## config.mk

```make
export PLATFORM = sky130hd
export DESIGN_NAME = cpoc_front
export DESIGN_NICKNAME = d
export VERILOG_FILES = /design/src/rtl/cpoc_pkg.sv /design/src/rtl/cpoc_front.sv
export SDC_FILE = /design/constraint.sdc
export NUM_CORES = 2
export LEC_CHECK = 0
export BUFFER_PORTS_ARGS = -buffer_cell sky130_fd_sc_hd__buf_2
export CORE_ASPECT_RATIO = 1.1
export CORE_MARGIN = 2
export CORE_UTILIZATION = 55
export DETAILED_ROUTE_END_ITERATION = 12
export PLACE_DENSITY_LB_ADDON = 0.12
export SLEW_MARGIN = 10
export SYNTH_ARGS = -nofsm -noshare
export SYNTH_HDL_FRONTEND = slang
export SYNTH_MEMORY_MAX_BITS = 65536
export SYNTH_SLANG_ARGS = --single-unit
```

## constraint.sdc

```tcl
create_clock -name clk -period 11.3 [get_ports clk]
set_clock_uncertainty 0.05 [all_clocks]
set_input_delay 0.565 -clock clk [delete_from_list [all_inputs] [get_ports clk]]
set_output_delay 0.565 -clock clk [all_outputs]
set_load 0.03 [all_outputs]
```

## src/rtl/cpoc_pkg.sv

```systemverilog
// ----------------------------------------------------------------------------
// cpoc_pkg
// Shared operation codes, status codes and the item record that travels
// from the front end through the queue to the back end.
// ----------------------------------------------------------------------------
package cpoc_pkg;

	typedef enum logic [1:0] {
		OP_START  = 2'd0,
		OP_ADD    = 2'd1,
		OP_SAMPLE = 2'd2
	} op_t;

	typedef enum logic [1:0] {
		ST_OK     = 2'd0,
		ST_RANGE  = 2'd1,
		ST_FULL   = 2'd2,
		ST_BEYOND = 2'd3
	} status_t;

	localparam logic KIND_ACK    = 1'b0;
	localparam logic KIND_SAMPLE = 1'b1;

	typedef struct packed {
		logic               kind;
		status_t            status;
		logic signed [31:0] value;
		logic [63:0]        stamp;
		logic [7:0]         flag;
		logic [23:0]        number;
	} item_t;

endpackage

```

## src/rtl/cpoc_front.sv

```systemverilog
// ----------------------------------------------------------------------------
// cpoc_front
// Accepts items, keeps the series state and the change-point table, and
// sums the applicable shifts of each sample through a registered adder tree.
// ----------------------------------------------------------------------------
module cpoc_front import cpoc_pkg::*; #(
	parameter int MAX_POINTS = 16,
	parameter int QDEPTH     = 8,
	parameter int SUM_W      = 36
) (
	input  logic                    clk,
	input  logic                    arst_n,
	input  logic                    push,
	output logic                    full,
	input  logic [1:0]              operation,
	input  logic [23:0]             series_length,
	input  logic [23:0]             point_index,
	input  logic signed [31:0]      point_shift,
	input  logic signed [31:0]      sample_value,
	input  logic [63:0]             sample_time,
	input  logic [7:0]              sample_flag,
	output logic                    q_push,
	output item_t                   q_item,
	output logic signed [SUM_W-1:0] q_corr,
	input  logic                    q_pop
);

	localparam int NLEV  = (MAX_POINTS > 1) ? $clog2(MAX_POINTS) : 0;
	localparam int P2    = 1 << NLEV;
	localparam int CNT_W = $clog2(MAX_POINTS + 1);
	localparam int IDX_W = (MAX_POINTS > 1) ? $clog2(MAX_POINTS) : 1;
	localparam int USE_W = $clog2(QDEPTH + 1);

	logic [23:0]        idx_tab_q   [0:MAX_POINTS-1];
	logic signed [31:0] shift_tab_q [0:MAX_POINTS-1];
	logic [CNT_W-1:0]   count_q;
	logic [23:0]        length_q;
	logic [23:0]        counter_q;
	logic [USE_W-1:0]   used_q;

	logic  accept;
	logic  sample_ok;
	item_t item;
	logic [MAX_POINTS-1:0] hit;

	logic signed [SUM_W-1:0] tree_q [0:NLEV][0:P2-1];
	logic                    vld_q  [0:NLEV];
	item_t                   meta_q [0:NLEV];

	assign full   = (used_q == USE_W'(QDEPTH));
	assign accept = push && !full;

	// Classify the incoming item against the current state.
	always_comb begin
		item      = '0;
		item.kind = KIND_ACK;
		item.status = ST_OK;
		sample_ok = 1'b0;
		case (operation)
			OP_START: begin
				item.status = ST_OK;
			end
			OP_ADD: begin
				if (point_index >= length_q) begin
					item.status = ST_RANGE;
				end else if (count_q == CNT_W'(MAX_POINTS)) begin
					item.status = ST_FULL;
				end
			end
			OP_SAMPLE: begin
				item.kind   = KIND_SAMPLE;
				item.stamp  = sample_time;
				item.flag   = sample_flag;
				item.number = counter_q;
				if (counter_q >= length_q) begin
					item.status = ST_BEYOND;
				end else begin
					item.value = sample_value;
					sample_ok  = 1'b1;
				end
			end
			default: begin
				item.status = ST_OK;
			end
		endcase
	end

	// All table entries are compared against the sample number at once.
	always_comb begin
		for (int k = 0; k < MAX_POINTS; k++) begin
			hit[k] = sample_ok && (CNT_W'(k) < count_q) && (idx_tab_q[k] <= counter_q);
		end
	end

	always_ff @(posedge clk or negedge arst_n) begin
		if (!arst_n) begin
			count_q   <= '0;
			length_q  <= '0;
			counter_q <= '0;
		end else if (accept) begin
			case (operation)
				OP_START: begin
					length_q  <= series_length;
					count_q   <= '0;
					counter_q <= '0;
				end
				OP_ADD: begin
					if (item.status == ST_OK) begin
						count_q <= count_q + CNT_W'(1);
					end
				end
				OP_SAMPLE: begin
					if (sample_ok) begin
						counter_q <= counter_q + 24'd1;
					end
				end
				default: begin
					count_q <= count_q;
				end
			endcase
		end
	end

	always_ff @(posedge clk) begin
		if (accept && operation == OP_ADD && item.status == ST_OK) begin
			idx_tab_q[count_q[IDX_W-1:0]]   <= point_index;
			shift_tab_q[count_q[IDX_W-1:0]] <= point_shift;
		end
	end

	// Items accepted but not yet taken out of the queue by the back end.
	always_ff @(posedge clk or negedge arst_n) begin
		if (!arst_n) begin
			used_q <= '0;
		end else begin
			case ({accept, q_pop})
				2'b10:   used_q <= used_q + USE_W'(1);
				2'b01:   used_q <= used_q - USE_W'(1);
				default: used_q <= used_q;
			endcase
		end
	end

	// Leaf level of the adder tree.
	always_ff @(posedge clk) begin
		meta_q[0] <= item;
		for (int k = 0; k < P2; k++) begin
			if (k < MAX_POINTS && hit[k % MAX_POINTS]) begin
				tree_q[0][k] <= SUM_W'(shift_tab_q[k % MAX_POINTS]);
			end else begin
				tree_q[0][k] <= '0;
			end
		end
	end

	always_ff @(posedge clk or negedge arst_n) begin
		if (!arst_n) begin
			vld_q[0] <= 1'b0;
		end else begin
			vld_q[0] <= accept;
		end
	end

	for (genvar l = 1; l <= NLEV; l++) begin : g_lev
		always_ff @(posedge clk) begin
			meta_q[l] <= meta_q[l-1];
			for (int n = 0; n < P2; n++) begin
				if (n < (P2 >> l)) begin
					tree_q[l][n] <= tree_q[l-1][(2*n) % P2] + tree_q[l-1][(2*n+1) % P2];
				end else begin
					tree_q[l][n] <= '0;
				end
			end
		end

		always_ff @(posedge clk or negedge arst_n) begin
			if (!arst_n) begin
				vld_q[l] <= 1'b0;
			end else begin
				vld_q[l] <= vld_q[l-1];
			end
		end
	end

	assign q_push = vld_q[NLEV];
	assign q_item = meta_q[NLEV];
	assign q_corr = tree_q[NLEV][0];

	a_used_bound: assert property (@(posedge clk) disable iff (!arst_n)
		used_q <= USE_W'(QDEPTH))
		else $error("More transactions in flight than the queue can hold.");

	a_count_bound: assert property (@(posedge clk) disable iff (!arst_n)
		count_q <= CNT_W'(MAX_POINTS))
		else $error("Change-point count exceeds the table size.");

	a_counter_bound: assert property (@(posedge clk) disable iff (!arst_n)
		counter_q <= length_q)
		else $error("Sample counter ran past the series length.");

endmodule

```

==> flow_metrics.py <==
metrics = {
    "cts": {
        "clockRootBuffer": "clkbuf_16",
        "h-tree-depth": 5,
        "cts_tree": "done",
        "post_cts_buffers": 0,
        "clk_pin_slew_ns": 0.06,
        "cts-buffers-inserted": 282,
        "cts_max_path_buffers": 4,
        "cts_resized": 0,
        "worstSkewPairLatency_ns": 0.93,
        "cts_sinks": 2665,
    },
    "synth": {
        "netlist_area_um2": 102000,
        "yosys.area_share.simple_pct": 10.1,
        "syn_inst": 8161,
        "synth_async_sr_flop_share_pct": 2.33,
        "synth_top_area_share_pct": 33.4,
        "synth-edff-count": 896,
        "syn_area_per_cell_um2": 12.5,
        "syn_nets": 9311,
        "synth_top_family_by_area": "adder cells",
        "synthTopCellsByCount": "1707 x dfxtp_1, 944 x ha_1, 896 x edfxtp_1, 608 x and2_1, 551 x a21oi_1",
        "yosys_warnings": 0,
        "synth-xor-area-share_pct": 3.81,
        "synth_compound_area_share_pct": 10.5,
        "synth_top_flop_cell": "dfxtp_1",
        "ys_ff_latch": 2665,
        "synth_adder_area_share_pct": 11.9,
        "synthTopCellsByArea": "dfxtp_1 33%, edfxtp_1 26%, ha_1 12%",
        "yosysMostFrequentCell": "dfxtp_1",
        "synthMuxAreaShare_pct": 0.294,
        "yosysTopAreaCell": "dfxtp_1",
        "ys_seq_area_share_pct": 61.3,
        "synthDistinctLibCells": 75,
    },
    "timing": {
        "maxSlewViolCount": 0,
        "relSlewSlack_pct": 11.1,
        "rsz0062_at_grt": "no",
        "hold_slack_ns": 0.0735,
        "hold_viol_final": 0,
        "fmax_mhz": 190,
        "final.period_utilization_pct": 46.7,
        "setup_tns_ns": 0,
        "setup_viol": 0,
        "period_needed_ns": 5.28,
        "tightest_slew_ns": 1.32,
    },
    "routing": {
        "wire_per_inst_um": 20.6,
        "vias": 61900,
        "vias_per_cell": 5.42,
        "ant_nets": 0,
        "drt_iter0_drc": 3318,
        "drc_errors": 0,
        "wl_um": 235000,
        "dr.pass1.iters": 7,
    },
    "pwr": {
        "power_per_cell_area_nw_per_um2": 178,
        "p_leak_nw": 50.1,
        "irDropWorstVdd_v": 0.000180,
    },
    "floorplan": {
        "ioPinCount": 359,
        "fp.dieW_um": 415,
        "die_h_um": 456,
        "initial_utilization_pct": 55.5,
        "core_um2": 184000,
        "fp.dieArea_um2": 189000,
        "rows": 165,
    },
    "worst_setup_path": {
        "critPathMaxStageDelay_ns": 0.67,
        "cp_data_arrival_time_ns": 5.77,
        "path_max_fanout": 34,
        "crit_top_cell": "nand2_1",
        "cp_top_family": "compound AO/OA/AOI/OAI gates",
        "cpMaxStageDelayCell": "dfrtp_1",
        "path_class": "register to register",
        "path_cells": "ha_1 -> nand4_1 -> o21ai_0 -> a221o_1 -> nand2_1 -> nand3b_1 -> a21oi_1 -> nand2_1 -> nor2_1 -> and2_2 -> buf_4",
        "critPathBufInv": 1,
        "end_kind": "register",
        "crit_path_start_kind": "register",
        "cp.required_ns": 11.80,
    },
    "status": {
        "status": "finished, final reports clean",
    },
    "placement": {
        "dpl.hpwl_um": 166000,
        "io_buffer_count": 358,
        "gp_congestion": 0.912,
    },
    "final_layout": {
        "layout-drive-gt1-share_pct": 10.6,
        "multi_input_area_um2": 37600,
        "ff_latch_area_um2": 62600,
        "layout.nets": 9934,
        "area_delta_synth_final_pct": 14.7,
        "fill_cells": 13900,
        "final_util_pct": 63.7,
    },
    "min_path": {
        "hold_class": "input pin to register",
    },
    "grt": {
        "grt_use_total_pct": 24.6,
        "antenna_found_initial": 20,
        "grt_pass1_vias": 62500,
        "overflow": 0,
        "grt_pass1_wl_um": 354000,
        "grt_max_degree": 72,
    },
    "flow_run": {
        "cap_violations": 0,
    },
}
worst paths after layout:
path / slack [ns] / endpoint / cells after the start / from
max reg2reg: 6.02 / shift_tab_q[9][2] / 11 / counter_q[15]
min reg2reg: 0.25 / meta_q[0][241] / 0 / meta_q[0][110]
max: 6.02 / shift_tab_q[9][2] / 11 / counter_q[15]
max in group asynchronous: 10.24 / length_q[15] / 3 / arst_n
min: 0.07 / shift_tab_q[3][10] / 1 / point_shift[10]
min in group asynchronous: 0.31 / q_push / 3 / arst_n
what timing repair did:
item | 4_1_cts | 5_1_grt
hold buffers | 137 | 0
endpoints found under the setup margin | 0 | 0
endpoints found under the hold margin | 284 | 0
worst reg2reg max path, stage by stage (launching register included):
cell      delay, ns
dfrtp_1        0.67
ha_1           0.35
nand4_1        0.27
o21ai_0        0.43
a221o_1        0.58
nand2_1        0.14
nand3b_1       0.09
a21oi_1        0.56
nand2_1        0.25
nor2_1         0.18
and2_2         0.62
buf_4          0.63
power breakdown:
group | switching (mW) | internal, mW
Combinational | 0.824 | 0.506
Clock | 3.62 | 5.59
Sequential | 0.106 | 10.2
per-layer routing:
layer	global-route usage [%]	vias up	wire [um]	share of wire [%]
met5	0	-	43	0.018
met4	13.8	8	13800	5.8
met3	3.65	536	9980	4.2
met2	43.0	1456	115000	49
met1	29.0	29500	96300	41
li1	-	30400	-	-
state kept, by name, indices dropped and copies added, names as in the netlist:
| name | count |
|---|---|
| count_q | 5 |
| meta_q | 655 |
| used_q | 4 |
| q_push | 1 |
| idx_tab_q | 384 |
| vld_q | 4 |
| length_q | 24 |
| counter_q | 24 |
| shift_tab_q | 512 |
| tree_q | 1052 |
through the flow:
stage	total power, mW	setup WS, ns	cells	instance area (um2)
4_1_cts	21.0	6.00	11400	117000
5_1_grt	21.6	5.83	11400	117000
3_5_place_dp	11.8	5.94	10800	106000
3_3_place_gp	11.7	5.97	10800	106000
6_report	20.8	6.02	11400	117000
2_1_floorplan	11.3	3.98	8161	102000
logic make-up (layout without fill, tap and decap cells):
family,count (synthesis),count (layout)
mux,27,27
xor+xnor,445,445
flops,2665,2665
simple gates,1926,1926
compound gates,1669,1669
buf+inv,469,1297
other cells,0,13
fa+ha+maj,960,960
placed cells by master, fill, tap and decap left out, types with 33 or more instances in the layout:
cell type         n
a211oi_1         48
a21o_1          278
a21oi_1         546
and2_1          602
and3_1           79
buf_2           358
buf_4            75
clkbuf_1         50
clkbuf_16       300
clkinv_2         42
dfrtp_1          62
dfxtp_1        1707
dlygate4sd3_1   137
edfxtp_1        896
ha_1            943
inv_1           237
nand2_1         238
nand2b_1        108
nand3_1         158
nand4_1          80
nor2_1          349
nor2b_1         123
nor3_1           92
o21a_1          116
o21ai_0         308
o21bai_1         77
o31ai_1          33
xnor2_1         333
xor2_1          112
cell type report:
type	instances	share of cell area, %
Clock buffer	377	6.88
Tap cell	2421	2.58
Clock inverter	112	1.08
Sequential cell	2665	53.4
Multi-Input combinational cell	5027	32.0
Inverter	238	0.762
Timing Repair Buffer	570	3.18
Antenna cell	13	0.0278
Note: power is estimated with default switching activity, not from simulation.
