## config.mk

```make
export PLATFORM = sky130hd
export DESIGN_NAME = cpoc_back
export DESIGN_NICKNAME = d
export VERILOG_FILES = /design/src/rtl/cpoc_pkg.sv /design/src/rtl/cpoc_back.sv
export SDC_FILE = /design/constraint.sdc
export NUM_CORES = 1
export LEC_CHECK = 0
export BUFFER_PORTS_ARGS = -buffer_cell sky130_fd_sc_hd__buf_4
export CAP_MARGIN = 25
export CORE_UTILIZATION = 47
export DETAILED_ROUTE_END_ITERATION = 6
export MAX_ROUTING_LAYER = met4
export PLACE_DENSITY = 0.85
export SLEW_MARGIN = 25
export SYNTH_ARGS = -nofsm -noshare
export SYNTH_HDL_FRONTEND = slang
export SYNTH_SLANG_ARGS = --single-unit
```

## constraint.sdc

```tcl
create_clock -name clk -period 5.71 [get_ports clk]
set_input_delay 0.571 -clock clk [delete_from_list [all_inputs] [get_ports clk]]
set_output_delay 0.571 -clock clk [all_outputs]
set_load 0.1 [all_outputs]
```

## src/rtl/cpoc_pkg.sv

```systemverilog
// ----------------------------------------------------------------------------
// cpoc_pkg
// Shared operation codes, status codes and the item record that travels
// from the front end through the queue to the back end.
// ----------------------------------------------------------------------------
package cpoc_pkg;

	typedef enum logic [1:0] {
		OP_START  = 2'd0,
		OP_ADD    = 2'd1,
		OP_SAMPLE = 2'd2
	} op_t;

	typedef enum logic [1:0] {
		ST_OK     = 2'd0,
		ST_RANGE  = 2'd1,
		ST_FULL   = 2'd2,
		ST_BEYOND = 2'd3
	} status_t;

	localparam logic KIND_ACK    = 1'b0;
	localparam logic KIND_SAMPLE = 1'b1;

	typedef struct packed {
		logic               kind;
		status_t            status;
		logic signed [31:0] value;
		logic [63:0]        stamp;
		logic [7:0]         flag;
		logic [23:0]        number;
	} item_t;

endpackage

```

## src/rtl/cpoc_back.sv

```systemverilog
// ----------------------------------------------------------------------------
// cpoc_back
// Subtracts the summed correction from the sample, saturates the result to
// signed Q16.16 and holds it in the output register until it is taken.
// ----------------------------------------------------------------------------
module cpoc_back import cpoc_pkg::*; #(
	parameter int SUM_W = 36
) (
	input  logic                    clk,
	input  logic                    arst_n,
	input  logic                    q_nonempty,
	input  item_t                   q_item,
	input  logic signed [SUM_W-1:0] q_corr,
	output logic                    q_pop,
	input  logic                    pop,
	output logic                    empty,
	output item_t                   res
);

	logic                  out_valid_q;
	item_t                 out_q;
	logic signed [SUM_W:0] diff;
	logic [SUM_W-31:0]     top_bits;
	item_t                 next;

	assign q_pop = q_nonempty && (!out_valid_q || pop);

	// Corrections of non-sample items are zero, as are their values.
	always_comb begin
		diff     = {{(SUM_W - 31){q_item.value[31]}}, q_item.value} - {q_corr[SUM_W-1], q_corr};
		top_bits = diff[SUM_W:31];
		next     = q_item;
		if (top_bits == '0 || top_bits == '1) begin
			next.value = diff[31:0];
		end else if (diff[SUM_W]) begin
			next.value = 32'sh8000_0000;
		end else begin
			next.value = 32'sh7fff_ffff;
		end
	end

	always_ff @(posedge clk or negedge arst_n) begin
		if (!arst_n) begin
			out_valid_q <= 1'b0;
		end else if (q_pop) begin
			out_valid_q <= 1'b1;
		end else if (pop) begin
			out_valid_q <= 1'b0;
		end
	end

	always_ff @(posedge clk) begin
		if (q_pop) begin
			out_q <= next;
		end
	end

	assign empty = !out_valid_q;
	assign res   = out_q;

endmodule
```

==> impl.org, run 1 <==
** Timing
- Slew at the pin with the worst max-slew slack :: 0.9262 ns
- Setup violations remaining at the end of the flow were counted as 0.
- Clock period minus worst slack :: 3.966 ns
- Timing would allow up to 252.1 MHz.
- Max-slew violation total from the final report :: 0
- Measured against its own limit, the worst slew margin works out to 0.3825.
- Final Skew :: 0.005894 ns
- Adding up every negative setup slack in the final design gives 0 ns.
- The number of endpoints with negative hold slack in the final report is 0.
- Final period util :: 0.6946
- Setup repair after global routing left no endpoint under its margin.

** CTS
- Counting the buffers created by CTS gives 17.
- CTS tree :: built
- Clock transition at the registers of the reported paths :: 0.06 ns
- Buffers inserted to repair hold after CTS numbered 1.
- Clock tree synthesis found a total of 132 sinks.
- Buffers inserted by post-CTS timing repair :: 0
- The tree is rooted in a sky130_fd_sc_hd__clkbuf_16.
- CTS built an H-tree with a depth of 4.
- Clock latency reported for the late side of the worst-skew pair :: 0.40 ns
- Buffer levels on the longest clock path :: 2
- Once the clock tree was built, the resizer swapped 0 gates to a different size.

** Worst hold path
- Worst min path class :: input port to flip-flop

** Die
- Die Footprint :: 14560 µm²
- The initial utilization of the core area, before any placement, comes to 0.4900.
- DIE WIDTH :: 120.7 µm
- Top-level I/O count :: 304
- Number of rows in the core area :: 42
- The region available for standard cell placement spans 13510 µm².
- The die is 120.7 µm tall.

** Finish
- Cell area after layout :: 9588 µm²
- Net total in the final layout :: 1025
- 0 antenna diodes ended up in the layout.
- Share of final-layout standard cells stronger than drive strength 1 :: 0.4554
- Area growth from synthesis to layout :: 44.89%

** Power
- For this design the static power due to leakage is 4.190 nW.
- Clk pwr share :: 0.315
- Peak ir drop on the vdd network :: 0.1904 mV
- Power per standard cell area :: 341.8 nW/µm²
- Net switching power of the design :: 1.188 mW
- Reg power frac :: 0.360
- Internal power :: 2.089 mW
- Total power consumption of the routed design :: 3.277 mW
- Of the total power, combinational logic draws 0.326.
- Share of total power consumed by net switching :: 0.3625

** Global route
- In the global route stage, overall resource usage came out at 0.2746.
- The total overflow left after global routing is 0.
- The number of antenna violations at the first check in global routing came to 0.
- The via count of the first global-routing pass came to 5088.
- Entering global routing, the biggest net connects 85 pins.
- The first global-routing pass estimated 28630 µm of wire.

** Synth
- In this run, distinct cell masters in the synthesized netlist total 58.
- Counting every instance in the synthesized netlist gives 513.
- Share of synthesized area occupied by flip-flops and latches :: 0.5982
- Yosys mapped a number of flops with a built-in enable equal to 131.
- Avg Cell Area, Syn :: 12.90 µm²
- In this run, synthesis produced a sequential element count of 132.
- Mapped cell area :: 6618 µm²
- The most used flip-flop cell after synthesis is sky130_fd_sc_hd__edfxtp_1.
- Ys async rst share :: 0.007576
- Synthesized net count :: 721
- For this run, the number of Yosys warnings is 0.

** Worst setup path
- Grouping stages by cell kind, the critical path spends the most delay in compound AO/OA/AOI/OAI gates.
- STA classifies the critical path startpoint as an input port.
- CP Data Arrival Time :: 4.10 ns
- Cell-by-cell trace of the critical path :: buf_4 > inv_1 > ha_1 > inv_1 > fa_1 > a21o_1 > a31o_1 > a2111oi_2 > a21oi_1 > or2_4 > nand3b_1 > a41oi_2 > a31oi_4 > buf_4 > a21oi_2
- By startpoint and endpoint, the worst setup path is classified as input port to flip-flop.
- For this design, the slowest cell found on the critical path is sky130_fd_sc_hd__a31oi_4.
- At the worst endpoint, the required time is 5.84 ns.
- Endpoint type of the worst setup path :: flip-flop
- Delay of the slowest cell on the worst path :: 0.80 ns
- The critical path contains buffers and inverters numbering 4 combined.
- Crit path max fanout :: 23

** Placement
- Number of I/O port buffers :: 303
- At the end of routability-driven placement, the weighted congestion stood at 0.9941.
- The HPWL after detailed placement is 15200 µm.
- Area post-placement :: 9011 µm²

** Drt
- After detailed routing, the total wire length is 19460 µm.
- In the final routed layout, each cell accounts on average for 19.34 µm.
- Vias per inst :: 5.287
- Via count of the routed design :: 5319
- After detailed routing, the number of remaining DRC violations is 0.
- The first TritonRoute pass finished after 4 iterations.
- The first routing iteration left 317 violations.
- Antenna-violating nets left :: 0

** Job
- Across the run, the number of max-cap violations was 0.

** Outcome
- The run finished with clean final reports.
[per-layer routing]
layer | share of wire | wire length, µm | vias up | global-route usage
met1 | 0.38 | 7431 | 2538 | 0.3130
met2 | 0.52 | 10140 | 228 | 0.4680
li1 | - | - | 2521 | -
met4 | 0.026 | 509 | 0 | 0.1019
met5 | 0 | 0 | - | -
met3 | 0.071 | 1380 | 32 | 0.06840
[synthesized netlist by cell type, drive strengths merged, types with 2 or more instances]
master | n | area (µm²)
mux2i | 2 | 20.02
nor2b | 4 | 25.02
edfxtp | 131 | 3934
buf | 7 | 78.83
a31o | 2 | 17.52
clkbuf | 15 | 56.30
nand2b | 6 | 37.54
a211oi | 4 | 30.03
a221oi | 2 | 17.52
xnor2 | 16 | 140.1
o21ai | 18 | 90.08
nand4 | 5 | 31.28
nand2 | 31 | 116.4
nor3 | 6 | 35.03
a2111oi | 2 | 42.54
a21oi | 63 | 439.2
a31oi | 9 | 62.56
nor4 | 2 | 12.51
o211ai | 8 | 70.06
ha | 36 | 450.4
nor2 | 14 | 52.55
and3 | 4 | 25.02
nand3 | 10 | 55.05
o31ai | 3 | 41.29
o21bai | 4 | 30.03
a211o | 4 | 35.03
and2 | 4 | 25.02
a21boi | 3 | 22.52
inv | 47 | 176.4
a21o | 18 | 135.1
xor2 | 12 | 105.1
or3 | 2 | 12.51
o21a | 5 | 37.54
[power by group through the flow]
| stage | sequential, mW | combinational [mW] | clock [mW] |
|---|---|---|---|
| 3_3_place_gp | 1.20 | 1.05 | 0 |
| 6_report | 1.18 | 1.07 | 1.03 |
| 4_1_cts | 1.18 | 1.07 | 1.04 |
| 2_1_floorplan | 1.67 | 0.332 | 0 |
| 5_1_grt | 1.18 | 1.11 | 1.09 |
| 3_5_place_dp | 1.20 | 1.06 | 0 |
[cells in the final DEF, fill, tap and decap left out, types with 15 or more instances in the layout]
cell,count
sky130_fd_sc_hd__a21oi_2,30
sky130_fd_sc_hd__buf_4,305
sky130_fd_sc_hd__xnor2_1,16
sky130_fd_sc_hd__edfxtp_1,131
sky130_fd_sc_hd__a21o_1,18
sky130_fd_sc_hd__inv_1,47
sky130_fd_sc_hd__o21ai_0,15
sky130_fd_sc_hd__ha_1,36
sky130_fd_sc_hd__clkbuf_16,17
sky130_fd_sc_hd__a21oi_1,32
sky130_fd_sc_hd__nand2_1,31
[sequential cells by signal, summed over array words and instances (netlist names)]
register and flops:
out_valid_q 1, res 131
[cells by family (layout without fill, tap and decap cells)]
| group | Yosys count | count (layout) | synth area share |
|---|---|---|---|
| mux | 2 | 2 | 0.003025 |
| buf+inv | 69 | 386 | 0.04708 |
| flops | 132 | 132 | 0.5982 |
| fa+ha+maj | 37 | 37 | 0.07109 |
| simple gates | 93 | 93 | 0.07090 |
| compound gates | 152 | 152 | 0.1726 |
| xor+xnor | 28 | 28 | 0.03706 |
[through the flow]
| step | worst slack, ns | util | std cells | hold slack [ns] |
|---|---|---|---|---|
| 2_1_floorplan | 0.8032 | - | 513 | 0.2754 |
| 3_3_place_gp | 1.433 | 0.6672 | 973 | 0.3464 |
| 3_5_place_dp | 1.348 | 0.6672 | 973 | 0.3497 |
| 4_1_cts | 1.764 | 0.7097 | 1006 | 0.3264 |
| 5_1_grt | 1.531 | 0.7099 | 1006 | 0.3187 |
| 6_report | 1.744 | 0.7099 | 1006 | 0.3399 |
[final timing paths]
path	from	to	slack, ns	cells after the start
worst max-delay path	q_item[96]	res[124]	1.74	15
worst min-delay path	q_item[21]	res[21]	0.34	1
worst max register to register	out_valid_q	res[125]	3.45	3
worst min register to register	out_valid_q	out_valid_q	0.62	2
max in group asynchronous	arst_n	out_valid_q	5.14	2
min in group asynchronous	arst_n	out_valid_q	0.49	2
[area by class of cell]
| class | count | area (µm²) |
|---|---|---|
| sequential | 132 | 3959 |
| clock buffer | 17 | 425.4 |
| fill | 968 | 3918 |
| inverter | 47 | 176.4 |
| tap | 176 | 220.2 |
| multi-input combinational | 312 | 2359 |
| clock inverter | 15 | 137.6 |
| timing repair buffer | 307 | 2311 |
No activity file was read; power rests on OpenSTA's default activity.
==> inputs of run 2 (changes only) <==
==> constraint.sdc (replaced) <==
create_clock -name clk -period 3.9 [get_ports clk]
set_input_delay 0.39 -clock clk [delete_from_list [all_inputs] [get_ports clk]]
set_output_delay 0.39 -clock clk [all_outputs]
set_load 0.1 [all_outputs]
==> run 2 against run 1 <==
Net effect: clock skew increased by 0.0046 ns; cell count grew 0.20%; first-iteration DRC count grew 16%; setup slack worse by 1.1 ns; routed wire length down 2.9%; combinational power is 48% higher; via count increased by 0.39%; design area increased by 1.1%; sequential share of layout area down 0.44 points; register-to-register slack worse by 1.4 ns; power grew 52%; core utilization grew 0.77 points; critical path type unchanged.
==> impl.org, run 2 (synthesized netlist as in run 1, its figures left out) <==
** Worst setup path
- For the worst setup path, the data required time is 4.05 ns.
- Crit path max fanout :: 31
- The critical path goes through buf_4 > inv_1 > ha_1 > inv_1 > fa_1 > a21o_1 > a31o_1 > a2111oi_2 > a21oi_1 > or2_4 > o211ai_2 > o211ai_2 > o31ai_4 > buf_12 > a21oi_1.
- At the worst endpoint, the arrival time is 3.36 ns.
- The worst setup path is of the input port to flip-flop kind.
- For this design, the slowest cell found on the critical path is sky130_fd_sc_hd__fa_1.
- The worst setup path is captured at a flip-flop.
- The largest single stage delay on the critical path is 0.40 ns.
- Nature of the critical path startpoint :: input port

** Drt
- Sum of met3 wire segment lengths after detailed routing :: 1256 µm
- First drt pass iteration count :: 5
- Drt initial violations :: 367
- Via count of the routed design :: 5340
- The highest metal layer carrying signal wires in the routed design is met4.
- Post-Route WL :: 18890 µm
- Detailed routing placed a total of 10040 µm of wire on met2.
- In the routed design, unresolved DRC markers number 0.
- Dividing the detail-routed wire length by the instance count gives 18.74 µm.
- Vias per inst :: 5.298
- After detailed routing, the wire length on met1 is 7037 µm.
- The count of nets left with antenna violations once routing finished came out at 0.

** Finish
- Once layout is done, the placed cells without fillers occupy 9692 µm².
- The repair_antennas step left the layout with diodes totalling 0.
- The top cell types in the final layout, fill and taps aside, are sky130_fd_sc_hd__buf_4 (306), sky130_fd_sc_hd__edfxtp_1 (131), sky130_fd_sc_hd__inv_1 (47).
- Once layout is complete, the cells apart from fillers number 1008.
- Leaving out fill and tap cells, the most frequent cell in the layout is sky130_fd_sc_hd__buf_4.
- Area growth from synthesis to layout :: 46.45%
- Post-layout util :: 0.7176
- At the end of the flow, the number of nets in the layout was 1027.
- The register with the most flip-flops in the layout has 131 of them.
- In the final layout, the share of cells above drive strength 1 is 0.4603.

** Placement
- Timing analysis after detailed placement gives a worst setup slack of 0.2900 ns.
- Detailed placement finished with a half-perimeter wire length of 14920 µm.
- After detailed placement, the design holds a cell count of 975.
- Weighted congestion reported at the end of routability-driven placement :: 0.9332
- Number of I/O port buffers :: 303
- Summing all placed instances gives a cell area of 9051 µm².

** Timing
- Final hold vios :: 0
- Post-route setup slack :: 0.6885 ns
- Dividing the final minimum period by the clock period gives 0.8235.
- Adding up every negative setup slack in the final design gives 0 ns.
- Clock period minus worst slack :: 3.211 ns
- Setup repair after global routing left no endpoint under its margin.
- Final Skew :: 0.01052 ns
- Timing would allow up to 311.4 MHz.
- Final number of setup-violating endpoints :: 0
- Worst relative slew slack :: 0.4595
- Slew at the pin with the worst max-slew slack :: 0.8107 ns
- The final-report max-slew violation count came to 0.

** Outcome
- Run status :: complete, no violations

** CTS
- After clock tree synthesis, the flow added hold-fix buffers numbering 1.
- H-Tree Level Count :: 4
- Buffer levels on the longest clock path :: 2
- After clock tree synthesis, the clock-pin slew on the worst setup and hold paths is 0.06 ns.
- The clock reaches the later pin of the worst-skew pair after 0.40 ns.
- After clock tree synthesis, the repair step resized 0 gates.
- Total clock buffers created by CTS :: 17
- Buffers inserted by post-CTS timing repair :: 0
- The clock net in this run drives a total of 132 sinks.
- CTS tree :: built
- The cell sitting at the root of the clock tree is a sky130_fd_sc_hd__clkbuf_16.

** Global route
- After global routing the overflow that remains totals 0.
- Wire length of the first global-routing pass :: 28310 µm
- In the global route stage, overall resource usage came out at 0.2693.
- The number of antenna violations at the first check in global routing was 0.
- Largest net degree at the start of global routing :: 66
- The via count of the first global-routing pass came to 5247.

** Die
- From bottom edge to top edge, the die measures 120.7 µm.
- Die Footprint :: 14560 µm²
- The die is 120.7 µm wide.
- Core area :: 13510 µm²
- Number of rows in the core area :: 42
- Initial cell density of the core :: 0.4900
- 304 I/O pins were placed.

** Power
- Peak ir drop on the vdd network :: 0.3397 mV
- Summed over all cells, the static leakage comes to 4.248 nW.
- Power per standard cell area :: 513.4 nW/µm²

** Job
- Max-cap violations in this run came to 0.

** Worst hold path
- The min-delay analysis places its worst path in the category input port to flip-flop.
[run 2: final cells by class]
type,count,area [µm²]
Sequential cell,132,3959
Fill cell,975,3814
Multi-Input combinational cell,312,2359
Timing Repair Buffer,309,2347
Clock buffer,18,429.2
Tap cell,176,220.2
Clock inverter,14,201.4
Inverter,47,176.4
[run 2: critical path, delay by kind of cell]
family	cells	cell delay (ns)
AO/OA/AOI/OAI	8	1.67
adder cells (fa/ha/maj)	2	0.55
buffers and inverters	4	0.47
AND/OR/NAND/NOR	1	0.27
[run 2: power by group]
group	switching [mW]	internal, mW	total (mW)
Sequential	0.0293	1.70	1.73
Clock	0.596	1.08	1.68
Combinational	1.13	0.441	1.58
Total	1.76	3.22	4.98
[run 2: per-stage QoR]
stage	power, mW	hold slack, ns
5_1_grt	5.136	0.1352
3_3_place_gp	3.289	0.1654
3_5_place_dp	3.322	0.1669
6_report	4.976	0.1570
2_1_floorplan	2.922	0.09441
4_1_cts	4.999	0.1422
[run 2: metal layers]
metal | GRT usage | vias up
met5 | - | -
met4 | 0.1127 | 0
met3 | 0.06509 | 34
met2 | 0.4677 | 217
met1 | 0.2955 | 2563
li1 | - | 2526
[run 2: final timing paths]
| kind | startpoint | to | slack (ns) | depth (start not counted) |
|---|---|---|---|---|
| setup / recovery | q_item[96] | res[96] | 0.69 | 15 |
| hold / removal | q_item[40] | res[40] | 0.16 | 1 |
| setup reg to reg | out_valid_q | res[87] | 2.06 | 3 |
| hold reg to reg | out_valid_q | out_valid_q | 0.55 | 2 |
| max in group asynchronous | arst_n | out_valid_q | 3.51 | 2 |
| min in group asynchronous | arst_n | out_valid_q | 0.31 | 2 |
