[config.mk]
export PLATFORM = sky130hd
export DESIGN_NAME = cpoc_queue
export DESIGN_NICKNAME = d
export VERILOG_FILES = /design/src/rtl/cpoc_pkg.sv /design/src/rtl/cpoc_queue.sv
export SDC_FILE = /design/constraint.sdc
export NUM_CORES = 1
export LEC_CHECK = 0
export ABC_AREA = 0
export ABC_CLOCK_PERIOD_IN_PS = 30700
export BUFFER_PORTS_ARGS = -buffer_cell sky130_fd_sc_hd__buf_4
export CAP_MARGIN = 20
export CORE_MARGIN = 8
export CORE_UTILIZATION = 47
export CTS_BUF_LIST = sky130_fd_sc_hd__clkbuf_16
export DETAILED_ROUTE_END_ITERATION = 6
export HOLD_SLACK_MARGIN = 0.12
export PLACE_DENSITY = 0.66
export SYNTH_ARGS = -nofsm -noshare
export SYNTH_HDL_FRONTEND = slang
export SYNTH_SLANG_ARGS = --single-unit
export TNS_END_PERCENT = 20
[constraint.sdc]
create_clock -name clk -period 30.7 [get_ports clk]
set_input_delay 1.535 -clock clk [delete_from_list [all_inputs] [get_ports clk]]
set_output_delay 1.535 -clock clk [all_outputs]
set_load 0.005 [all_outputs]
[src/rtl/cpoc_pkg.sv]
// ----------------------------------------------------------------------------
// cpoc_pkg
// Shared operation codes, status codes and the item record that travels
// from the front end through the queue to the back end.
// ----------------------------------------------------------------------------
package cpoc_pkg;

	typedef enum logic [1:0] {
		OP_START  = 2'd0,
		OP_ADD    = 2'd1,
		OP_SAMPLE = 2'd2
	} op_t;

	typedef enum logic [1:0] {
		ST_OK     = 2'd0,
		ST_RANGE  = 2'd1,
		ST_FULL   = 2'd2,
		ST_BEYOND = 2'd3
	} status_t;

	localparam logic KIND_ACK    = 1'b0;
	localparam logic KIND_SAMPLE = 1'b1;

	typedef struct packed {
		logic               kind;
		status_t            status;
		logic signed [31:0] value;
		logic [63:0]        stamp;
		logic [7:0]         flag;
		logic [23:0]        number;
	} item_t;

endpackage

[src/rtl/cpoc_queue.sv]
// ----------------------------------------------------------------------------
// cpoc_queue
// Small first-in first-out buffer between the front end and the back end.
// ----------------------------------------------------------------------------
module cpoc_queue import cpoc_pkg::*; #(
	parameter int WIDTH = 167,
	parameter int DEPTH = 8
) (
	input  logic             clk,
	input  logic             arst_n,
	input  logic             push,
	input  logic [WIDTH-1:0] wdata,
	input  logic             pop,
	output logic [WIDTH-1:0] rdata,
	output logic             nonempty
);

	localparam int PW = (DEPTH > 1) ? $clog2(DEPTH) : 1;
	localparam int CW = $clog2(DEPTH + 1);

	logic [WIDTH-1:0] mem_q [0:DEPTH-1];
	logic [PW-1:0]    wr_q;
	logic [PW-1:0]    rd_q;
	logic [CW-1:0]    count_q;

	assign nonempty = (count_q != '0);
	assign rdata    = mem_q[rd_q];

	always_ff @(posedge clk) begin
		if (push) begin
			mem_q[wr_q] <= wdata;
		end
	end

	always_ff @(posedge clk or negedge arst_n) begin
		if (!arst_n) begin
			wr_q    <= '0;
			rd_q    <= '0;
			count_q <= '0;
		end else begin
			if (push) begin
				wr_q <= (wr_q == PW'(DEPTH - 1)) ? '0 : wr_q + PW'(1);
			end
			if (pop) begin
				rd_q <= (rd_q == PW'(DEPTH - 1)) ? '0 : rd_q + PW'(1);
			end
			case ({push, pop})
				2'b10:   count_q <= count_q + CW'(1);
				2'b01:   count_q <= count_q - CW'(1);
				default: count_q <= count_q;
			endcase
		end
	end

	a_no_overflow: assert property (@(posedge clk) disable iff (!arst_n)
		!(push && !pop && count_q == CW'(DEPTH)))
		else $error("Queue written while full.");

	a_no_underflow: assert property (@(posedge clk) disable iff (!arst_n)
		!(pop && count_q == '0))
		else $error("Queue read while empty.");

endmodule

==> results of run 1 <==
synthesized netlist by cell type (3+ instances only):
cell	number
buf_6	6
ha_1	7
dfrtp_1	10
buf_2	35
xor2_1	4
nor2b_1	3
mux4_2	334
mux2_2	174
nand2b_1	3
clkbuf_1	36
buf_1	17
edfxtp_1	1336
nor2_1	9
registers in the layout (all words and copies together), names as in the netlist:
name	cells
count_q	4
mem_q	1336
rd_q	3
wr_q	3
metal layers:
layer,track usage (%),up-vias,wire length [µm]
met4,5.034,18,2156
li1,-,9423,-
met3,5.206,162,7393
met2,29.30,620,51960
met1,22.15,11650,41640
met5,0,-,126
power breakdown:
| group | switching, mW | leakage [nW] | internal (mW) | total, mW |
|---|---|---|---|---|
| Combinational | 0.793 | 4.75 | 0.879 | 1.67 |
| Sequential | 0.0949 | 12.3 | 2.31 | 2.40 |
| Clock | 0.674 | 2.22 | 0.904 | 1.58 |
layout by cell type (no fill, tap or decap), types with 8 or more instances in the layout:
cell        count
clkinv_1       26
buf_4         366
mux2_2        174
inv_1          27
edfxtp_1     1336
mux4_2        334
clkbuf_16     144
clkinv_2       22
clkinvlp_4      8
cell type report:
cell class                      instances  area (µm²)  share of cell area, %
Timing Repair Buffer                  373        2888                  4.878
Sequential cell                      1346       40380                  68.21
Clock buffer                          144        3603                  6.087
Multi-Input combinational cell        545        9796                  16.55
Inverter                                1       3.754               0.006340
Tap cell                             1403        1755                  2.965
Antenna cell                            7       17.52                0.02959
Clock inverter                        102       759.5                  1.283
stage by stage:
step | cells | utilization [%] | hold WS (ns)
global placement | 3668 | 51.28 | 0.4513
detailed placement | 3668 | 51.28 | 0.4527
global route | 3915 | 55.37 | 0.4915
floorplan | 1986 | - | 0.4333
finish | 3921 | 55.38 | 0.4662
CTS | 3914 | 55.36 | 0.4654
how the worst min path moves through the flow:
stage	from	to	slack, ns	cells after the start
finish	count_q[3]	count_q[3]	0.47	1
global route	count_q[3]	count_q[3]	0.49	1
CTS	count_q[3]	count_q[3]	0.47	1
detailed placement	count_q[3]	count_q[3]	0.45	1
global placement	count_q[3]	count_q[3]	0.45	1
floorplan	count_q[3]	count_q[3]	0.43	1
kinds of logic (layout without fill, tap and decap cells):
group                      count (synthesis)  in the layout  share of synthesized area (%)
and+or+nand+nor                           21             21                         0.2030
adders and majority gates                  7              7                         0.1732
buffers and inverters                     95            620                         0.8811
xor gates and xnor gates                   5              5                        0.08662
other                                      0              7                              0
muxes                                    508            508                          18.76
AOI/OAI and AO/OA                          4              4                        0.04951
DFF                                     1346           1346                          79.85
==> results.md, run 1 <==
- Final #Nets: 2584
- Clk root buf: clkbuf_16
- Drt total wl: 103300 µm
- Slowest Stage Delay on Critical Path: 0.87 ns
- Clk slew on worst S/H paths: 0.06 ns
- Critical path capture point type: output port
- Reg2Reg Setup Slack: 27.29 ns
- Die Span X: 344.0 µm
- Crit path depth: 6
- Worst Path Buf+Inv: 4
- Design area: 59200 µm²
- Worst r2r src: wr_q[0]
- Total CTS buffers: 139
- Cell at the slowest stage of the critical path: buf_4
- Post-synth top flop: edfxtp_1
- Final setup margin: 23.79 ns
- Worst setup endpoint: rdata[107]
- Hold buffers post-CTS: 0
- Crit path kind: reg -> out
- Number of synthesized flops with an enable pin: 1336
- Final setup vio count: 0
- Die area: 118300 µm²
- Post-synthesis sequential area ratio: 79.85%
- Core area: 106900 µm²
- Cell family with most CP delay: buffers and inverters
- Yosys Warn Count: 0
- Syn Nets: 2164
- Clock tree buffer depth: 3
- Largest net degree at the start of global routing: 155
- Setup tns final: 0 ns
- R2R Path End: mem_q[6][119]
- Post-CTS Setup Inserts: 0
- Synth Register Bits: 1346
- Crit path max fanout: 109
- Die Y: 344.0 µm
- Hold Crit Class: reg -> reg
- Final period utilization: 22.50%
- Wire length per cell: 26.34 µm
- Post-CTS resize count: 0
- Unrepaired setup endpoints after global routing: no
- DP Area: 54820 µm²
- Worst path most repeated cell: buf_4
- Port bufs: 338
- Count of unique library cells instantiated by Yosys: 22
- Critical path, cell by cell: buf_4 > buf_12 > buf_4 > mux4_2 > mux2_2 > buf_4
- Syn avg cell area: 25.46 µm²
- Area Growth Syn to Fin: 17.11%
- FF-to-FF path depth: 5
- Async SR Flop Fraction: 0.7429%
- Via density: 5.578
- PwrDens: 95.47 nW/µm²
- Global-route wire length before repair: 152900 µm
- Initial antenna violation count: 16
- H-Tree Level Count: 4
- Outcome: finished, final reports clean
- Synth area leader: edfxtp_1
- Post-route ant nets: 0
- Synth area leaders: edfxtp_1 79%, mux4_2 15%, mux2_2 3.9%, dfrtp_1 0.49%, buf_2 0.35%
- Total number of vias: 21870
- Initial detailed-routing violation count: 1676
- Final hold vios: 0
- Post-Synthesis Cells: 1986
- Worst Max-Slew Pin Slew: 1.085 ns
- Placement Setup Slack: 24.43 ns
- Skew final: 0.01847 ns
- DRT Pass-1 Iters: 4
- Cell Rows: 120
- VDD IR-drop max: 0.07755 mV
- Max-slew headroom: 27.68%
- Yosys top cell area share: 79.36%
- CTS tree: built
- Max-Cap Viols: 0
- Fin crit period: 6.907 ns
- Worst skew pair latency: 0.75 ns
- Top Ports: 339
- Pins Over Slew Limit: 0
- Num Clock Sinks: 1346
- Synth Cell Area: 50550 µm²
- Leak pwr: 19.22 nW
- Initial Util: 47.29%
- Filler cells: 7761
- Share of layout cells above drive strength 1: 43.25%
- Power Total: 5.652 mW
- Worst Path Arrival: 5.37 ns
- Final GP Congestion: 0.7142
- DP HPWL: 55840 µm
- Vias in the first global route: 23980
- CP Launch Type: flop
- CP Launch Point: rd_q[0]
- Total gr overflow: 0
- Total track usage: 17.46%
- Required @ worst endpoint: 29.17 ns
- DRC: 0
- Achievable Freq: 144.8 MHz
Power figures use the tool's default switching activity.
==> run 2, diff against run 1 <==
--- a/config.mk
+++ b/config.mk
@@ -6,7 +6,7 @@
 export NUM_CORES = 1
 export LEC_CHECK = 0
 export ABC_AREA = 0
-export ABC_CLOCK_PERIOD_IN_PS = 30700
+export ABC_CLOCK_PERIOD_IN_PS = 5600
 export BUFFER_PORTS_ARGS = -buffer_cell sky130_fd_sc_hd__buf_4
 export CAP_MARGIN = 20
 export CORE_MARGIN = 8
@@ -14,7 +14,7 @@
 export CTS_BUF_LIST = sky130_fd_sc_hd__clkbuf_16
 export DETAILED_ROUTE_END_ITERATION = 6
 export HOLD_SLACK_MARGIN = 0.12
-export PLACE_DENSITY = 0.66
+export PLACE_DENSITY = 0.69
 export SYNTH_ARGS = -nofsm -noshare
 export SYNTH_HDL_FRONTEND = slang
 export SYNTH_SLANG_ARGS = --single-unit
==> constraint.sdc (replaced) <==
create_clock -name clk -period 5.6 [get_ports clk]
set_input_delay 0.28 -clock clk [delete_from_list [all_inputs] [get_ports clk]]
set_output_delay 0.28 -clock clk [all_outputs]
set_load 0.005 [all_outputs]
==> run 2 against run 1 <==
Net effect: clock skew shrank 0.0024 ns; sequential power rose to 5.5 times the previous value; combinational power increased to 5.6 times the previous value; largest cell class unchanged; routed wire length grew 1.2%; highest routed layer unchanged; worst setup slack worse by 22 ns; total power rose to 5.5 times the previous value; clock-buffer cell count down 7.
==> results.md, run 2 (synthesis results as in run 1) <==
- Outcome: finished, final reports clean
- Skew final: 0.01606 ns
- Placed Instances: 3670
- Non-filler cells, final: 4076
- Clk root buf: clkbuf_16
- Cell Rows: 120
- Critical path capture point type: output port
- Initial Util: 47.29%
- Power Total: 30.86 mW
- Post-CTS Setup Inserts: 0
- Crit path kind: reg -> out
- Commonest non-fill, non-tap cell in the layout: edfxtp_1
- Clock tree buffer depth: 3
- DRC: 0
- Share of layout cells above drive strength 1: 39.80%
- Achievable Freq: 269.4 MHz
- CTS tree: built
- Initial antenna violation count: 10
- Total CTS buffers: 135
- DP HPWL: 55320 µm
- Final core occ: 56.88%
- Hold_ws: 0.3289 ns
- Via density: 5.580
- Total track usage: 17.58%
- Pins Over Slew Limit: 0
- Die area: 118300 µm²
- Top Ports: 339
- Worst skew pair latency: 0.73 ns
- Core area: 106900 µm²
- Total number of vias: 22740
- Vias in the first global route: 24930
- Total gr overflow: 0
- Placement Setup Slack: 2.559 ns
- Setup tns final: 0 ns
- Largest net degree at the start of global routing: 99
- Final #Nets: 2753
- Most Crowded Layer GR: met2
- H-Tree Level Count: 4
- Reg2Reg Setup Slack: 2.97 ns
- Post-route ant nets: 0
- Unrepaired setup endpoints after global routing: no
- Grt met1 use: 22.77%
- Area Growth Syn to Fin: 20.27%
- Fin crit period: 3.712 ns
- Required @ worst endpoint: 5.32 ns
- Die Span X: 344.0 µm
- Final hold vios: 0
- Filler cells: 7588
- Most frequent cells in the layout: 1336 x edfxtp_1, 354 x buf_4, 334 x mux4_2, 174 x mux2_2, 171 x dlygate4sd3_1
- Worst Path Arrival: 3.43 ns
- Crit path max fanout: 36
- Max-Cap Viols: 0
- Most flops, register: mem_q
- Design area: 60800 µm²
- GR Layer Usage met3: 3.927%
- Max reg flops: 1336
- VDD IR-drop max: 0.4074 mV
- Leak pwr: 19.86 nW
- Max-slew headroom: 31.41%
- Wire length per cell: 25.64 µm
- Hold buffers post-CTS: 171
- Port bufs: 338
- Initial detailed-routing violation count: 1674
- Die Y: 344.0 µm
- Clk slew on worst S/H paths: 0.06 ns
- Hold Crit Class: in -> reg
- Num Clock Sinks: 1346
- DRT Pass-1 Iters: 5
- CP Launch Type: flop
- Final setup margin: 1.888 ns
- Global-route wire length before repair: 156000 µm
- Post-CTS resize count: 0
- Biggest regs: mem_q (1336), count_q (4)
- Worst Max-Slew Pin Slew: 1.029 ns
- Drt total wl: 104500 µm
- DP Area: 55030 µm²
- Final GP Congestion: 0.7048
- Met2 Usage GRT: 29.99%
- Final setup vio count: 0
- PwrDens: 507.6 nW/µm²
- Final period utilization: 66.28%
run 2: final cells by class:
type                       instances  area, µm²  share of cell area [%]
sequential                      1346      40380                   66.41
inverter                           1      3.754                0.006174
clock buffer                     137       3428                   5.639
tap                             1403       1755                   2.887
multi-input combinational        545       9808                   16.13
antenna                           12      30.03                 0.04939
clock inverter                    86      605.6                  0.9960
timing repair buffer             546       4790                   7.878
run 2: metal layers:
| layer | up-vias | routed length, µm |
|---|---|---|
| met5 | - | 44 |
| met3 | 138 | 6923 |
| met1 | 12130 | 42230 |
| met4 | 6 | 1997 |
| li1 | 9766 | - |
| met2 | 700 | 53330 |
run 2: where the power goes:
part	internal [mW]	switching, mW	total, mW
registers	12.6	0.541	13.2
clock network	4.73	3.55	8.28
logic	4.98	4.42	9.40
total	22.4	8.51	30.9
run 2: final timing paths:
check	startpoint	cells past startpoint	to
setup reg to reg	wr_q[0]	4	mem_q[6][87]
hold / removal	wdata[137]	2	mem_q[4][137]
setup / recovery	rd_q[0]	4	rdata[83]
min in group asynchronous	arst_n	3	count_q[3]
hold reg to reg	count_q[3]	1	count_q[3]
max in group asynchronous	arst_n	3	rd_q[2]
run 2: critical path: stages (launching register included):
cell and delay [ns]:
dfrtp_4 0.97, buf_4 0.65, mux4_2 0.59, mux2_2 0.30, buf_4 0.15
==> run 3, diff against run 2 <==
--- a/config.mk
+++ b/config.mk
@@ -5,8 +5,8 @@
 export SDC_FILE = /design/constraint.sdc
 export NUM_CORES = 1
 export LEC_CHECK = 0
-export ABC_AREA = 0
-export ABC_CLOCK_PERIOD_IN_PS = 5600
+export ABC_AREA = 1
+export ABC_CLOCK_PERIOD_IN_PS = 3000
 export BUFFER_PORTS_ARGS = -buffer_cell sky130_fd_sc_hd__buf_4
 export CAP_MARGIN = 20
 export CORE_MARGIN = 8
==> constraint.sdc (replaced) <==
create_clock -name clk -period 3 [get_ports clk]
set_input_delay 0.15 -clock clk [delete_from_list [all_inputs] [get_ports clk]]
set_output_delay 0.15 -clock clk [all_outputs]
set_load 0.005 [all_outputs]
==> run 3 against run 2 <==
Net effect: the run now ends with design-rule violations left; area after synthesis rose by 2.2%; hold slack got worse by 0.15 ns; critical path depth rose by 2; clock power grew 99%; register-to-register slack worse by 1.9 ns; design area is 2.6% higher; first-iteration DRC count increased by 62%; critical path type unchanged.
==> results.md, run 3 <==
- Crit path max fanout: 180
- Critical path capture point type: output port
- Yosys Warn Count: 0
- Biggest regs: mem_q (1336), count_q (4)
- VDD IR-drop max: 0.7357 mV
- Num Clock Sinks: 1346
- Outcome: finished with violations
- Final hold vios: 0
- Initial detailed-routing violation count: 2717
- Synth top cells by count: 1336 x edfxtp_1, 682 x nor2_1, 539 x o21ai_0
- Worst skew pair latency: 0.75 ns
- Final setup margin: 0.03437 ns
- Drt total wl: 125800 µm
- Max reg flops: 1336
- Core area: 109000 µm²
- Initial Util: 47.41%
- Synth Cell Area: 51680 µm²
- Count of unique library cells instantiated by Yosys: 21
- Most flops, register: mem_q
- Post-route ant nets: 0
- Commonest non-fill, non-tap cell in the layout: edfxtp_1
- Worst Path Arrival: 2.82 ns
- Syn Nets: 4026
- Unrepaired setup endpoints after global routing: yes
- Post-synth top flop: edfxtp_1
- Wire length per cell: 21.52 µm
- Clock tree buffer depth: 3
- Yosys top cell area share: 77.62%
- Hold Crit Class: in -> reg
- Synth Register Bits: 1346
- Worst Max-Slew Pin Slew: 1.044 ns
- Leak pwr: 21.63 nW
- Syn avg cell area: 13.43 µm²
- DRC: 1
- Worst path most repeated cell: nand2_1
- Post-synthesis sequential area ratio: 78.11%
- DRT Pass-1 Iters: 7
- Setup tns final: 0 ns
- Final period utilization: 98.85%
- Most frequent cells in the layout: 1336 x edfxtp_1, 674 x nor2_1, 536 x o21ai_0, 515 x nand2_1, 359 x buf_4
- Most common cell in the netlist: edfxtp_1
- Filler cells: 8455
- Final #Nets: 4493
- Worst Path Buf+Inv: 2
- DP HPWL: 63220 µm
- Critical path, cell by cell: buf_16 > o21ai_0 > o22ai_1 > nand2_1 > nand2_1 > buf_4
- Slowest Stage Delay on Critical Path: 0.50 ns
- Via density: 5.585
- CP Launch Type: flop
- Top Ports: 339
- Final GP Congestion: 0.7533
- Synth area leader: edfxtp_1
- Initial antenna violation count: 14
- Clk slew on worst S/H paths: 0.06 ns
- Placed Instances: 5411
- Number of synthesized flops with an enable pin: 1336
- Die area: 120800 µm²
- Largest net degree at the start of global routing: 207
- PwrDens: 927.9 nW/µm²
- Fin crit period: 2.966 ns
- Pins Over Slew Limit: 0
- Cell family with most CP delay: buffers and inverters
- Required @ worst endpoint: 2.85 ns
- Final setup vio count: 0
- Global-route wire length before repair: 188800 µm
- Async SR Flop Fraction: 0.7429%
- Post-Synthesis Cells: 3848
- Max-Cap Viols: 0
- Total track usage: 20.01%
- Total CTS buffers: 139
- Failing checks: design-rule violations
- Total number of vias: 32650
- H-Tree Level Count: 4
- Skew final: 0.03441 ns
- Cell at the slowest stage of the critical path: dfrtp_4
- Achievable Freq: 337.2 MHz
- Share of layout cells above drive strength 1: 14.20%
- Total gr overflow: 0
- CTS tree: built
- Placement Setup Slack: 0.7916 ns
- Hold_ws: 0.1813 ns
- Clk root buf: clkbuf_16
- Max-slew headroom: 30.42%
- Die Y: 347.6 µm
- Non-filler cells, final: 5847
- Area Growth Syn to Fin: 20.66%
- Cell Rows: 121
- Die Span X: 347.6 µm
- Synth area leaders: edfxtp_1 78%, o21ai_0 5.2%, nor2_1 5.0%, o22ai_1 4.0%, nand2_1 3.8%
- Crit path kind: reg -> out
- Vias in the first global route: 32040
- Port bufs: 338
==> run 3: changes by cell type after synthesis, moves of 6 or more <==
cell | previous run | this run
nor2_1 | 9 | 682
o21ai_0 | 0 | 539
nand2_1 | 2 | 522
mux4_2 | 334 | 0
o22ai_1 | 0 | 334
mux2_2 | 174 | 0
clkbuf_1 | 36 | 177
o21ai_1 | 0 | 136
buf_4 | 0 | 22
inv_1 | 1 | 10
buf_2 | 35 | 41
==> run 3: path summary, 6_finish.rpt <==
kind / slack [ns] / depth (start not counted) / startpoint / end
worst max-delay path: 0.03 / 6 / rd_q[1] / rdata[90]
worst min-delay path: 0.18 / 2 / wdata[131] / mem_q[1][131]
worst max register to register: 1.11 / 3 / wr_q[0] / mem_q[5][74]
worst min register to register: 0.52 / 2 / count_q[3] / count_q[3]
max in group asynchronous: 1.96 / 3 / arst_n / rd_q[1]
min in group asynchronous: 0.51 / 3 / arst_n / count_q[1]
==> run 3: cell type report <==
type	instances	area (µm²)	area share, %
tap	1414	1769	2.837
clock inverter	105	832.0	1.334
multi-input combinational	2230	10220	16.39
clock buffer	144	3603	5.778
antenna	10	25.02	0.04013
timing repair buffer	585	5458	8.751
sequential	1346	40380	64.75
inverter	13	76.32	0.1224
==> run 3: worst reg2reg max path: stages (launching register included) <==
cell	delay, ns
dfrtp_1	0.42
nand2_2	0.19
nor2_4	0.32
buf_4	0.57
==> run 3: per-stage QoR <==
step | area, µm² | power (mW) | util (%)
after floorplan | 51760 | 33.48 | -
after global placement | 56060 | 41.23 | 51.43
after detailed placement | 56060 | 41.51 | 51.43
after CTS | 62270 | 58.28 | 57.13
after global routing | 62350 | 60.74 | 57.20
final | 62360 | 57.86 | 57.21
==> run 3: power breakdown <==
part | internal (mW) | switching [mW] | total (mW)
sequential | 23.1 | 0.471 | 23.5
combinational | 6.38 | 11.4 | 17.8
clock | 9.52 | 7.02 | 16.5
total | 39.0 | 18.9 | 57.9
==> run 3: routing by layer <==
metal | vias to the layer above | part of all wire [%] | wire (µm) | GRT usage [%]
li1 | 15100 | - | - | -
met1 | 16200 | 42 | 52330 | 26.38
met4 | 4 | 2.7 | 3373 | 6.872
met2 | 1123 | 49 | 61340 | 32.96
met3 | 227 | 7.0 | 8775 | 4.402
met5 | - | 0.018 | 23 | 0
==> run 3: cell families after synthesis <==
kind of cell    count (synthesis)  share of synthesized area, %
flops                        1346                         78.11
buf+inv                       272                         2.278
simple gates                 1209                         8.795
fa+ha+maj                       7                        0.1695
xor+xnor                        2                       0.03390
compound gates               1012                         10.62
==> run 3: what timing repair did <==
item | 4_1_cts | 5_1_grt
endpoints found under the hold margin | 1357 | 0
setup endpoints to repair | 2 | 77
gates resized for setup | 3 | 11
hold buffers | 176 | 0
setup buffers | 0 | 0
cloned | 0 | 1
